### src/design/lcas_pkg.sv
// Shared types and constants for the Life generation step block.
// No dependencies; used by the front end, the command queue, the back end and the top level.
`timescale 1ns / 1ps

package lcas_pkg;

  // Grid limits and field widths
  localparam int MaxWidth   = 256;
  localparam int MaxHeight  = 4096;
  localparam int MinGrid    = 3;
  localparam int ColW       = $clog2(MaxWidth);
  localparam int CfgWidthW  = 9;
  localparam int CfgHeightW = 13;
  localparam int RowW       = 13;
  localparam int OutColW    = 8;
  localparam int OutRowW    = 12;
  localparam int CfgDataW   = CfgHeightW;
  localparam int WinW       = 9;

  localparam int GridWidthReset  = 64;
  localparam int GridHeightReset = 64;

  // Command queue between front and back end
  localparam int QueueDepth = 2;
  localparam int QPtrW      = $clog2(QueueDepth);
  localparam int QCntW      = $clog2(QueueDepth + 1);

  typedef enum logic [0:0] {
    CFG_GRID_WIDTH  = 1'b0,
    CFG_GRID_HEIGHT = 1'b1
  } cfg_reg_e;

  typedef enum logic [0:0] {
    OP_CELL  = 1'b0,
    OP_FINAL = 1'b1
  } op_e;

  // Clamped grid geometry
  typedef struct packed {
    logic [CfgWidthW-1:0]  width;
    logic [CfgHeightW-1:0] height;
  } geom_t;

  // One classified command for the back end
  typedef struct packed {
    op_e                op;
    logic [ColW-1:0]    col;
    logic               alive;
    logic               row_ge1;
    logic               row_ge2;
    logic               col_zero;
    logic               emit;
    logic [OutColW-1:0] out_col;
    logic [OutRowW-1:0] out_row;
  } cmd_t;

endpackage

### src/design/lcas_front.sv
// Front end: tracks the raster position of arriving items and classifies each one.
// Depends on lcas_pkg; pushes commands into lcas_queue.
`timescale 1ns / 1ps

module lcas_front (
  input  logic                clk_i,
  input  logic                rst_ni,
  input  lcas_pkg::geom_t     geom_i,
  input  logic                in_valid_i,
  output logic                in_stall_o,
  input  logic                kind_i,
  input  logic                cell_alive_i,
  input  logic                q_full_i,
  output logic                push_o,
  output lcas_pkg::cmd_t      cmd_o
);

  logic [lcas_pkg::ColW-1:0] col_q, col_d;
  logic [lcas_pkg::RowW-1:0] row_q, row_d;

  logic                                accept;
  logic                                wrap;
  logic [lcas_pkg::ColW-1:0]           c0;
  logic [lcas_pkg::RowW-1:0]           r0;
  logic [lcas_pkg::RowW-1:0]           h_ext;
  logic                                ignore;
  logic                                is_final;
  logic [lcas_pkg::CfgWidthW-1:0]      nxt_col;
  logic [lcas_pkg::RowW-1:0]           row_m1;
  logic [lcas_pkg::RowW-1:0]           row_m2;
  logic [lcas_pkg::CfgWidthW-1:0]      w_m1;

  assign in_stall_o = q_full_i;
  assign accept     = in_valid_i && !q_full_i;
  assign h_ext      = lcas_pkg::RowW'(geom_i.height);

  always_comb begin
    // a width that shrank mid-frame moves the position to the next row first
    wrap     = {1'b0, col_q} >= geom_i.width;
    c0       = wrap ? '0 : col_q;
    r0       = wrap ? row_q + 1'b1 : row_q;
    ignore   = kind_i ? (r0 < h_ext) : (r0 >= h_ext);
    is_final = kind_i && (r0 > h_ext);
    nxt_col  = {1'b0, c0} + 1'b1;
    row_m1   = r0 - 1'b1;
    row_m2   = r0 - 2'd2;
    w_m1     = geom_i.width - 1'b1;

    cmd_o.op       = is_final ? lcas_pkg::OP_FINAL : lcas_pkg::OP_CELL;
    cmd_o.col      = c0;
    cmd_o.alive    = kind_i ? 1'b0 : cell_alive_i;
    cmd_o.row_ge1  = r0 != '0;
    cmd_o.row_ge2  = r0 >= lcas_pkg::RowW'(2);
    cmd_o.col_zero = c0 == '0;
    cmd_o.emit     = (c0 == '0) ? cmd_o.row_ge2 : cmd_o.row_ge1;
    if (is_final || c0 == '0) begin
      cmd_o.out_col = w_m1[lcas_pkg::OutColW-1:0];
      cmd_o.out_row = row_m2[lcas_pkg::OutRowW-1:0];
    end else begin
      cmd_o.out_col = c0 - 1'b1;
      cmd_o.out_row = row_m1[lcas_pkg::OutRowW-1:0];
    end

    push_o = accept && !ignore;

    col_d = col_q;
    row_d = row_q;
    if (accept) begin
      if (ignore) begin
        col_d = c0;
        row_d = r0;
      end else if (is_final) begin
        col_d = '0;
        row_d = '0;
      end else if (nxt_col >= geom_i.width) begin
        col_d = '0;
        row_d = r0 + 1'b1;
      end else begin
        col_d = nxt_col[lcas_pkg::ColW-1:0];
        row_d = r0;
      end
    end
  end

  always_ff @(posedge clk_i or negedge rst_ni) begin
    if (!rst_ni) begin
      col_q <= '0;
      row_q <= '0;
    end else begin
      col_q <= col_d;
      row_q <= row_d;
    end
  end

  // The end-of-frame drain item restarts the raster position
  a_final_restarts: assert property (@(posedge clk_i) disable iff (!rst_ni)
    (accept && is_final) |=> (col_q == '0 && row_q == '0))
    else $error("position not restarted after frame end");

endmodule

### src/design/lcas_queue.sv
// Short command queue that decouples the front end from the back end.
// Depends on lcas_pkg for the command type and the depth.
`timescale 1ns / 1ps

module lcas_queue (
  input  logic           clk_i,
  input  logic           rst_ni,
  input  logic           push_i,
  input  lcas_pkg::cmd_t data_i,
  input  logic           pop_i,
  output lcas_pkg::cmd_t data_o,
  output logic           full_o,
  output logic           empty_o
);

  lcas_pkg::cmd_t               entry_q [lcas_pkg::QueueDepth];
  logic [lcas_pkg::QPtrW-1:0]   wr_ptr_q, wr_ptr_d;
  logic [lcas_pkg::QPtrW-1:0]   rd_ptr_q, rd_ptr_d;
  logic [lcas_pkg::QCntW-1:0]   count_q, count_d;

  assign full_o  = count_q == lcas_pkg::QCntW'(lcas_pkg::QueueDepth);
  assign empty_o = count_q == '0;
  assign data_o  = entry_q[rd_ptr_q];

  always_comb begin
    wr_ptr_d = wr_ptr_q;
    rd_ptr_d = rd_ptr_q;
    count_d  = count_q;
    if (push_i) begin
      wr_ptr_d = (wr_ptr_q == lcas_pkg::QPtrW'(lcas_pkg::QueueDepth - 1)) ? '0
                                                                          : wr_ptr_q + 1'b1;
    end
    if (pop_i) begin
      rd_ptr_d = (rd_ptr_q == lcas_pkg::QPtrW'(lcas_pkg::QueueDepth - 1)) ? '0
                                                                          : rd_ptr_q + 1'b1;
    end
    if (push_i && !pop_i) begin
      count_d = count_q + 1'b1;
    end else if (pop_i && !push_i) begin
      count_d = count_q - 1'b1;
    end
  end

  always_ff @(posedge clk_i or negedge rst_ni) begin
    if (!rst_ni) begin
      wr_ptr_q <= '0;
      rd_ptr_q <= '0;
      count_q  <= '0;
    end else begin
      wr_ptr_q <= wr_ptr_d;
      rd_ptr_q <= rd_ptr_d;
      count_q  <= count_d;
    end
  end

  always_ff @(posedge clk_i) begin
    if (push_i) begin
      entry_q[wr_ptr_q] <= data_i;
    end
  end

  a_no_overflow: assert property (@(posedge clk_i) disable iff (!rst_ni)
    full_o |-> !push_i)
    else $error("command pushed into a full queue");

  a_no_underflow: assert property (@(posedge clk_i) disable iff (!rst_ni)
    empty_o |-> !pop_i)
    else $error("command popped from an empty queue");

endmodule

### src/design/lcas_back.sv
// Back end: line buffer memory, 3x3 window, Life rule and output register.
// Depends on lcas_pkg; pops commands from lcas_queue.
`timescale 1ns / 1ps

module lcas_back (
  input  logic                          clk_i,
  input  logic                          rst_ni,
  input  logic                          q_empty_i,
  input  lcas_pkg::cmd_t                q_data_i,
  output logic                          pop_o,
  output logic                          out_valid_o,
  input  logic                          out_stall_i,
  output logic                          next_alive_o,
  output logic [lcas_pkg::OutColW-1:0]  out_column_o,
  output logic [lcas_pkg::OutRowW-1:0]  out_row_o,
  output logic                          frame_last_o
);

  // Entry bit 1 holds the upper line, bit 0 the middle line
  logic [1:0]                     line_mem [lcas_pkg::MaxWidth];
  logic [lcas_pkg::MaxWidth-1:0]  line_vld_q;
  logic [1:0]                     mem_rd_q;
  logic                           rd_vld_q;
  logic                           byp_q;
  logic [1:0]                     byp_data_q;

  logic                           s1_valid_q, s1_valid_d;
  lcas_pkg::cmd_t                 s1_cmd_q;
  logic [lcas_pkg::WinW-1:0]      win_q, win_d;

  logic                           out_valid_q;
  logic                           out_alive_q;
  logic [lcas_pkg::OutColW-1:0]   out_col_q;
  logic [lcas_pkg::OutRowW-1:0]   out_row_q;
  logic                           out_last_q;

  logic                           adv;
  logic                           wr_en;
  logic [1:0]                     wr_data;
  logic                           byp;
  logic [1:0]                     raw;
  logic [2:0]                     triple;
  logic [lcas_pkg::WinW-1:0]      shifted;
  logic                           result;
  logic                           emit;

  function automatic logic life_rule(logic [lcas_pkg::WinW-1:0] win);
    logic [3:0] n;
    n = '0;
    for (int k = 0; k < lcas_pkg::WinW; k++) begin
      if (k != 4) begin
        n = n + 4'(win[k]);
      end
    end
    if (win[4]) begin
      return (n == 4'd2) || (n == 4'd3);
    end
    return n == 4'd3;
  endfunction

  assign adv   = s1_valid_q && (!out_valid_q || !out_stall_i);
  assign pop_o = !q_empty_i && (!s1_valid_q || adv);

  always_comb begin
    raw     = byp_q ? byp_data_q : (rd_vld_q ? mem_rd_q : 2'b00);
    triple  = {s1_cmd_q.alive,
               s1_cmd_q.row_ge1 & raw[0],
               s1_cmd_q.row_ge2 & raw[1]};
    shifted = {3'b000, win_q[lcas_pkg::WinW-1:3]};
    wr_data = {raw[0], s1_cmd_q.alive};
    wr_en   = adv && (s1_cmd_q.op == lcas_pkg::OP_CELL);
    // a read that lands on the entry being written takes the new data
    byp     = pop_o && wr_en && (q_data_i.col == s1_cmd_q.col);

    case (s1_cmd_q.op)
      lcas_pkg::OP_FINAL: begin
        win_d  = '0;
        result = life_rule(shifted);
        emit   = 1'b1;
      end
      lcas_pkg::OP_CELL: begin
        if (s1_cmd_q.col_zero) begin
          win_d  = {triple, 6'b000000};
          result = life_rule(shifted);
        end else begin
          win_d  = {triple, win_q[lcas_pkg::WinW-1:3]};
          result = life_rule(win_d);
        end
        emit = s1_cmd_q.emit;
      end
      default: begin
        win_d  = win_q;
        result = 1'b0;
        emit   = 1'b0;
      end
    endcase

    s1_valid_d = s1_valid_q;
    if (pop_o) begin
      s1_valid_d = 1'b1;
    end else if (adv) begin
      s1_valid_d = 1'b0;
    end
  end

  // Line buffer memory
  always_ff @(posedge clk_i) begin
    if (pop_o) begin
      mem_rd_q <= line_mem[q_data_i.col];
    end
    if (wr_en) begin
      line_mem[s1_cmd_q.col] <= wr_data;
    end
  end

  always_ff @(posedge clk_i or negedge rst_ni) begin
    if (!rst_ni) begin
      line_vld_q <= '0;
      rd_vld_q   <= 1'b0;
      byp_q      <= 1'b0;
      s1_valid_q <= 1'b0;
      win_q      <= '0;
      out_valid_q <= 1'b0;
    end else begin
      if (wr_en) begin
        line_vld_q[s1_cmd_q.col] <= 1'b1;
      end
      if (pop_o) begin
        rd_vld_q <= line_vld_q[q_data_i.col];
        byp_q    <= byp;
      end
      s1_valid_q <= s1_valid_d;
      if (adv) begin
        win_q <= win_d;
      end
      if (adv && emit) begin
        out_valid_q <= 1'b1;
      end else if (!out_stall_i) begin
        out_valid_q <= 1'b0;
      end
    end
  end

  always_ff @(posedge clk_i) begin
    if (pop_o) begin
      s1_cmd_q   <= q_data_i;
      byp_data_q <= wr_data;
    end
    if (adv && emit) begin
      out_alive_q <= result;
      out_col_q   <= s1_cmd_q.out_col;
      out_row_q   <= s1_cmd_q.out_row;
      out_last_q  <= s1_cmd_q.op == lcas_pkg::OP_FINAL;
    end
  end

  assign out_valid_o  = out_valid_q;
  assign next_alive_o = out_alive_q;
  assign out_column_o = out_col_q;
  assign out_row_o    = out_row_q;
  assign frame_last_o = out_last_q;

  a_result_from_advance: assert property (@(posedge clk_i) disable iff (!rst_ni)
    (out_valid_q && !$past(out_valid_q)) |-> $past(adv))
    else $error("result appeared without a command being carried out");

endmodule

### src/design/life_cellular_automaton_step.sv
// Top level of the Life generation step: configuration registers and the
// front end, command queue and back end. Depends on lcas_pkg and the lcas_* modules.
//
// Usage: cells of a grid_width x grid_height grid enter on the input channel
// (kind_i = 0) in raster order, one per clock; after the last cell, send
// grid_width + 1 flush items (kind_i = 1). Each item is a transaction taken when
// in_valid_i is high and in_stall_o is low. The next state of a cell leaves on
// the output channel one row and one column after that cell arrives, with its
// coordinates; the last flush emits the final cell with frame_last_o set.
// Throughput is one item per clock while in_stall_o is low. A result passes
// through the command queue, the line buffer read stage and the output register.
// The user must write configuration (cfg_ready_o is always high) only while idle;
// the block does not enforce it. Reset clears the position, the window, the line
// buffer valid bits and sets both grid dimensions to 64. When the receiver stalls,
// the output holds, the two-entry command queue fills, and then in_stall_o rises.
`timescale 1ns / 1ps

module life_cellular_automaton_step (
  input  logic                            clk_i,
  input  logic                            rst_ni,
  input  logic                            in_valid_i,
  output logic                            in_stall_o,
  input  logic                            kind_i,
  input  logic                            cell_alive_i,
  output logic                            out_valid_o,
  input  logic                            out_stall_i,
  output logic                            next_alive_o,
  output logic [lcas_pkg::OutColW-1:0]    out_column_o,
  output logic [lcas_pkg::OutRowW-1:0]    out_row_o,
  output logic                            frame_last_o,
  input  logic                            cfg_valid_i,
  output logic                            cfg_ready_o,
  input  logic [0:0]                      cfg_index_i,
  input  logic [lcas_pkg::CfgDataW-1:0]   cfg_data_i
);

  logic [lcas_pkg::CfgWidthW-1:0]  grid_width_q;
  logic [lcas_pkg::CfgHeightW-1:0] grid_height_q;
  lcas_pkg::geom_t                 geom;

  logic            push;
  logic            pop;
  logic            q_full;
  logic            q_empty;
  lcas_pkg::cmd_t  cmd_in;
  lcas_pkg::cmd_t  cmd_out;

  assign cfg_ready_o = 1'b1;

  always_ff @(posedge clk_i or negedge rst_ni) begin
    if (!rst_ni) begin
      grid_width_q  <= lcas_pkg::CfgWidthW'(lcas_pkg::GridWidthReset);
      grid_height_q <= lcas_pkg::CfgHeightW'(lcas_pkg::GridHeightReset);
    end else if (cfg_valid_i && cfg_ready_o) begin
      case (lcas_pkg::cfg_reg_e'(cfg_index_i))
        lcas_pkg::CFG_GRID_WIDTH:  grid_width_q  <= cfg_data_i[lcas_pkg::CfgWidthW-1:0];
        lcas_pkg::CFG_GRID_HEIGHT: grid_height_q <= cfg_data_i[lcas_pkg::CfgHeightW-1:0];
        default: ;
      endcase
    end
  end

  // Clamp the stored dimensions to the supported range
  always_comb begin
    if (grid_width_q < lcas_pkg::CfgWidthW'(lcas_pkg::MinGrid)) begin
      geom.width = lcas_pkg::CfgWidthW'(lcas_pkg::MinGrid);
    end else if (grid_width_q > lcas_pkg::CfgWidthW'(lcas_pkg::MaxWidth)) begin
      geom.width = lcas_pkg::CfgWidthW'(lcas_pkg::MaxWidth);
    end else begin
      geom.width = grid_width_q;
    end
    if (grid_height_q < lcas_pkg::CfgHeightW'(lcas_pkg::MinGrid)) begin
      geom.height = lcas_pkg::CfgHeightW'(lcas_pkg::MinGrid);
    end else if (grid_height_q > lcas_pkg::CfgHeightW'(lcas_pkg::MaxHeight)) begin
      geom.height = lcas_pkg::CfgHeightW'(lcas_pkg::MaxHeight);
    end else begin
      geom.height = grid_height_q;
    end
  end

  lcas_front u_front (
    .clk_i        (clk_i),
    .rst_ni       (rst_ni),
    .geom_i       (geom),
    .in_valid_i   (in_valid_i),
    .in_stall_o   (in_stall_o),
    .kind_i       (kind_i),
    .cell_alive_i (cell_alive_i),
    .q_full_i     (q_full),
    .push_o       (push),
    .cmd_o        (cmd_in)
  );

  lcas_queue u_queue (
    .clk_i   (clk_i),
    .rst_ni  (rst_ni),
    .push_i  (push),
    .data_i  (cmd_in),
    .pop_i   (pop),
    .data_o  (cmd_out),
    .full_o  (q_full),
    .empty_o (q_empty)
  );

  lcas_back u_back (
    .clk_i        (clk_i),
    .rst_ni       (rst_ni),
    .q_empty_i    (q_empty),
    .q_data_i     (cmd_out),
    .pop_o        (pop),
    .out_valid_o  (out_valid_o),
    .out_stall_i  (out_stall_i),
    .next_alive_o (next_alive_o),
    .out_column_o (out_column_o),
    .out_row_o    (out_row_o),
    .frame_last_o (frame_last_o)
  );

endmodule
### config.mk
export PLATFORM = sky130hd
export DESIGN_NAME = life_cellular_automaton_step
export DESIGN_NICKNAME = d
export VERILOG_FILES = /design/src/design/lcas_pkg.sv /design/src/design/lcas_front.sv /design/src/design/lcas_queue.sv /design/src/design/lcas_back.sv /design/src/design/life_cellular_automaton_step.sv
export SDC_FILE = /design/constraint.sdc
export NUM_CORES = 2
export LEC_CHECK = 0
export BUFFER_PORTS_ARGS = -buffer_cell sky130_fd_sc_hd__buf_2
export CAP_MARGIN = 10
export CORE_MARGIN = 2
export CORE_UTILIZATION = 45
export CTS_CLUSTER_SIZE = 25
export DETAILED_ROUTE_END_ITERATION = 16
export GPL_ROUTABILITY_DRIVEN = 0
export PLACE_DENSITY = 0.58
export SLEW_MARGIN = 15
export SYNTH_ARGS = -nofsm -noshare
export SYNTH_HDL_FRONTEND = slang
export SYNTH_HIERARCHICAL = 1
export SYNTH_SLANG_ARGS = --single-unit
### constraint.sdc
create_clock -name clk_i -period 13.36 [get_ports clk_i]
set_clock_uncertainty 0.05 [all_clocks]
set_input_delay 2.004 -clock clk_i [delete_from_list [all_inputs] [get_ports clk_i]]
set_output_delay 2.004 -clock clk_i [all_outputs]
set_load 0.005 [all_outputs]
==> flow_summary.toml <==
[hold_path]
hold_class = "flop to flop"

[drt]
wl_um = 97600
dr.pass1.iters = 8
vias_per_cell = 5.76
final_antenna_net_count = 0
drt-wirelength-per-cell_um = 24.7
drc = 0
first_iter_violations = 2209
vias = 22800

[final_layout]
nNetsFinal = 2766
drive_above_1_share_pct = 27.5
area_growth_pct = 11.5
layoutNonFillerInstCount = 3953
fillers = 7490
antenna_cells = 0

[setup_path]
worst_ep_arrival_time_ps = 7200
ff2ff_path_depth = 24
crit_path_end_kind = "flop"
cp.required_ps = 13810
start_kind = "flop"
crit_buf_inv = 2
worst_path_dominant_cell_family = "compound AO/OA/AOI/OAI gates"
r2r_slack_ps = 6610
worstPathCellList = "nor4_1, a21oi_1, nor2_1, ha_1, nand2b_1, a31oi_1, o21a_1, buf_4, or3_1, and2_0, inv_1, ha_1, a21o_1, a21o_1, a2111o_1, o21ai_1, nand2_1, a21oi_1, ha_1, nand3_1, nor3_1, xnor2_1, nor2_1, a21oi_1"
r2r-end = "u_queue/entry_q[1][18]$_DFFE_PP_"
worstPathMaxFanout = 22
cpMaxStageDelayCell = "o21a_1"
critPathKind = "flop to flop"
slowest_delay_ps = 490
crit_cells = 24
r2r-start = "grid_width_q[3]$_DFFE_PN0P_"
startpoint = "grid_width_q[3]$_DFFE_PN0P_"
crit_path_end = "u_queue/entry_q[1][18]$_DFFE_PP_"

[pwr]
p_leak_nw = 17.5
total_power_mw = 10.4
swShare_pct = 33.2
irDropWorstVdd_v = 0.000121
power_frac_clock_pct = 26.9
powerDensity_nw_per_um2 = 230
pwr-share-comb_pct = 31.3
internal-power_mw = 6.97
p_seq_share_pct = 41.8
power_switching_mw = 3.46

[sta]
relSlewSlack_pct = 24.1
period_minus_slack_ps = 6750
hold_slack_ps = 361
maxSlewViolCount = 0
tns_ps = 0
finalSetupViolCount = 0
max_freq_mhz = 148
rsz0062_at_grt = "false"
fin_crit_sh_pct = 50.5
worst_slew_pin_slew_ps = 1140
hold_viol_final = 0

[place]
hpwl_um = 61400
io_buffer_count = 44
place_inst = 3763

[logic_synthesis]
seq_area_frac_synth_pct = 66.6
synth-seq-cells = 953
syn-instance-count = 2657
synth-async-reset-ratio_pct = 32.8
synth_nets = 2734
ys.flop_type = "edfxtp_1"
synth_edf_count = 640
syn_area_um2 = 40600
ys.warnings.count = 6
synth.avg_cell_area_um2 = 15.3
ys_types = 78

[clocking]
cts_root_buf = "clkbuf_16"
cts_max_level = 3
cts_made_buffers = 100
ctsHoldBuffers = 0
clk_path_buf_depth = 3
clk_pin_slew_ps = 60
insertion_delay_ps = 690
cts_resized = 0
cts_sinks = 953
cts_tree = "done"
cts_setup_buffers = 0

[grt]
gr-total-overflow = 0
grt_max_degree = 109
grt_usage_pct = 21.3
grt_pass1_wl_um = 150000
grt_pass1_vias = 23800
antenna_found_initial = 2

[die]
dieArea_um2 = 92700
num_io_pins = 46
start_util_pct = 45.2
rows = 110
fp.dieW_um = 304
core_area_um2 = 89700
die_h_um = 304

[flow_run]
drv_cap = 0

[outcome]
status = "finished clean"
-- layout make-up --
type / instances / area [µm²] / area share [%]
multi-input cells: 1507 / 12700 / 28.1
inverters: 48 / 180 / 0.398
repair buffers: 79 / 493 / 1.09
well taps: 1176 / 1470 / 3.25
clock inverters: 59 / 636 / 1.40
clock buffers: 131 / 2730 / 6.03
flip-flops and latches: 953 / 27100 / 59.7
-- per-stage QoR --
step / setup WS (ps) / instance area [µm²] / utilization (%)
CTS: 6580 / 45300 / 50.5
global placement: 6780 / 41900 / 46.7
finish: 6610 / 45300 / 50.5
detailed placement: 6600 / 41900 / 46.7
global route: 5970 / 45300 / 50.5
floorplan: 586 / 40600 / -
-- synth_stat cells, drive strengths merged (48+ instances only) --
library cell / count / area share (%)
a21oi: 57 / 0.70
edfxtp: 640 / 47
mux4: 188 / 10
mux2: 63 / 2.2
clkbuf: 87 / 0.81
ha: 54 / 1.7
nand2: 104 / 0.97
buf: 62 / 1.0
nor2: 300 / 2.8
inv: 48 / 0.44
a22oi: 76 / 1.4
or2: 259 / 4.0
dfrtp: 311 / 19
-- worst register-to-register path: stages (launching register included) --
cell,delay (ps)
dfrtp_1,400
nor4_1,360
a21oi_1,120
nor2_1,250
ha_1,280
nand2b_1,140
a31oi_1,210
o21a_1,490
buf_4,360
or3_1,210
and2_0,290
inv_1,120
ha_1,200
a21o_1,170
a21o_1,170
a2111o_1,460
o21ai_1,500
nand2_1,440
a21oi_1,380
ha_1,300
nand3_1,140
nor3_1,190
xnor2_1,140
nor2_1,50
a21oi_1,190
-- power by group through the flow --
| stage | registers [mW] | logic [mW] | clock network [mW] |
|---|---|---|---|
| after detailed placement | 4.41 | 3.28 | 0 |
| after CTS | 4.36 | 3.29 | 2.86 |
| final | 4.36 | 3.26 | 2.80 |
| after global routing | 4.42 | 3.53 | 2.98 |
| after floorplan | 4.41 | 2.27 | 0 |
| after global placement | 4.39 | 3.23 | 0 |
-- state kept, by name (all words and copies together), names as in the netlist --
name,flops
grid_height_q,13
grid_width_q,9
u_back/byp_data_q,2
u_back/byp_q,1
u_back/frame_last_o,1
u_back/line_mem,512
u_back/line_vld_q,256
u_back/mem_rd_q,2
u_back/next_alive_o,1
u_back/out_column_o,8
u_back/out_row_o,12
u_back/out_valid_o,1
u_back/rd_vld_q,1
u_back/s1_cmd_q,34
u_back/s1_valid_q,1
u_back/win_q,6
u_front/col_q,8
u_front/row_q,13
u_queue/count_q,2
u_queue/entry_q,68
u_queue/rd_ptr_q,1
u_queue/wr_ptr_q,1
-- routing by layer --
metal	global-route usage, %	share of wire [%]
met1	29.7	42
met3	3.33	6.2
met2	34.7	49
met4	6.69	2.9
met5	0	0.012
-- worst min path at each step --
stage,start,endpoint,slack [ps],cells past startpoint
floorplan,u_back/s1_cmd_q[12]$_DFFE_PP_,u_back/out_column_o[0]$_DFFE_PP_,350,0
global route,u_back/s1_cmd_q[1]$_DFFE_PP_,u_back/out_row_o[1]$_DFFE_PP_,370,0
detailed placement,u_back/s1_cmd_q[1]$_DFFE_PP_,u_back/out_row_o[1]$_DFFE_PP_,360,0
global placement,u_back/s1_cmd_q[9]$_DFFE_PP_,u_back/out_row_o[9]$_DFFE_PP_,350,0
finish,u_back/s1_cmd_q[1]$_DFFE_PP_,u_back/out_row_o[1]$_DFFE_PP_,360,0
CTS,u_back/s1_cmd_q[1]$_DFFE_PP_,u_back/out_row_o[1]$_DFFE_PP_,360,0
-- cell families after synthesis --
logic type | synth area share, %
muxes | 12.9
and+or+nand+nor | 10.9
DFF | 66.6
adders and majority gates | 1.76
other | 0.00924
AOI/OAI and AO/OA | 4.22
buffers and inverters | 2.28
xor gates and xnor gates | 1.29
-- cells in the final DEF (no fill, tap or decap), drive strengths merged, types with 37 or more instances in the layout --
cell / netlist / layout
xnor2: 37 / 37
nor2: 300 / 300
a21oi: 57 / 57
buf: 62 / 79
mux4: 188 / 188
a22oi: 76 / 76
or2: 259 / 259
nand3: 47 / 47
clkinv: 0 / 43
nand2: 104 / 104
mux2: 63 / 63
o21ai: 41 / 41
dfrtp: 311 / 311
ha: 54 / 54
clkbuf: 87 / 131
inv: 48 / 50
edfxtp: 640 / 640
(Power assumes the default switching activity.)
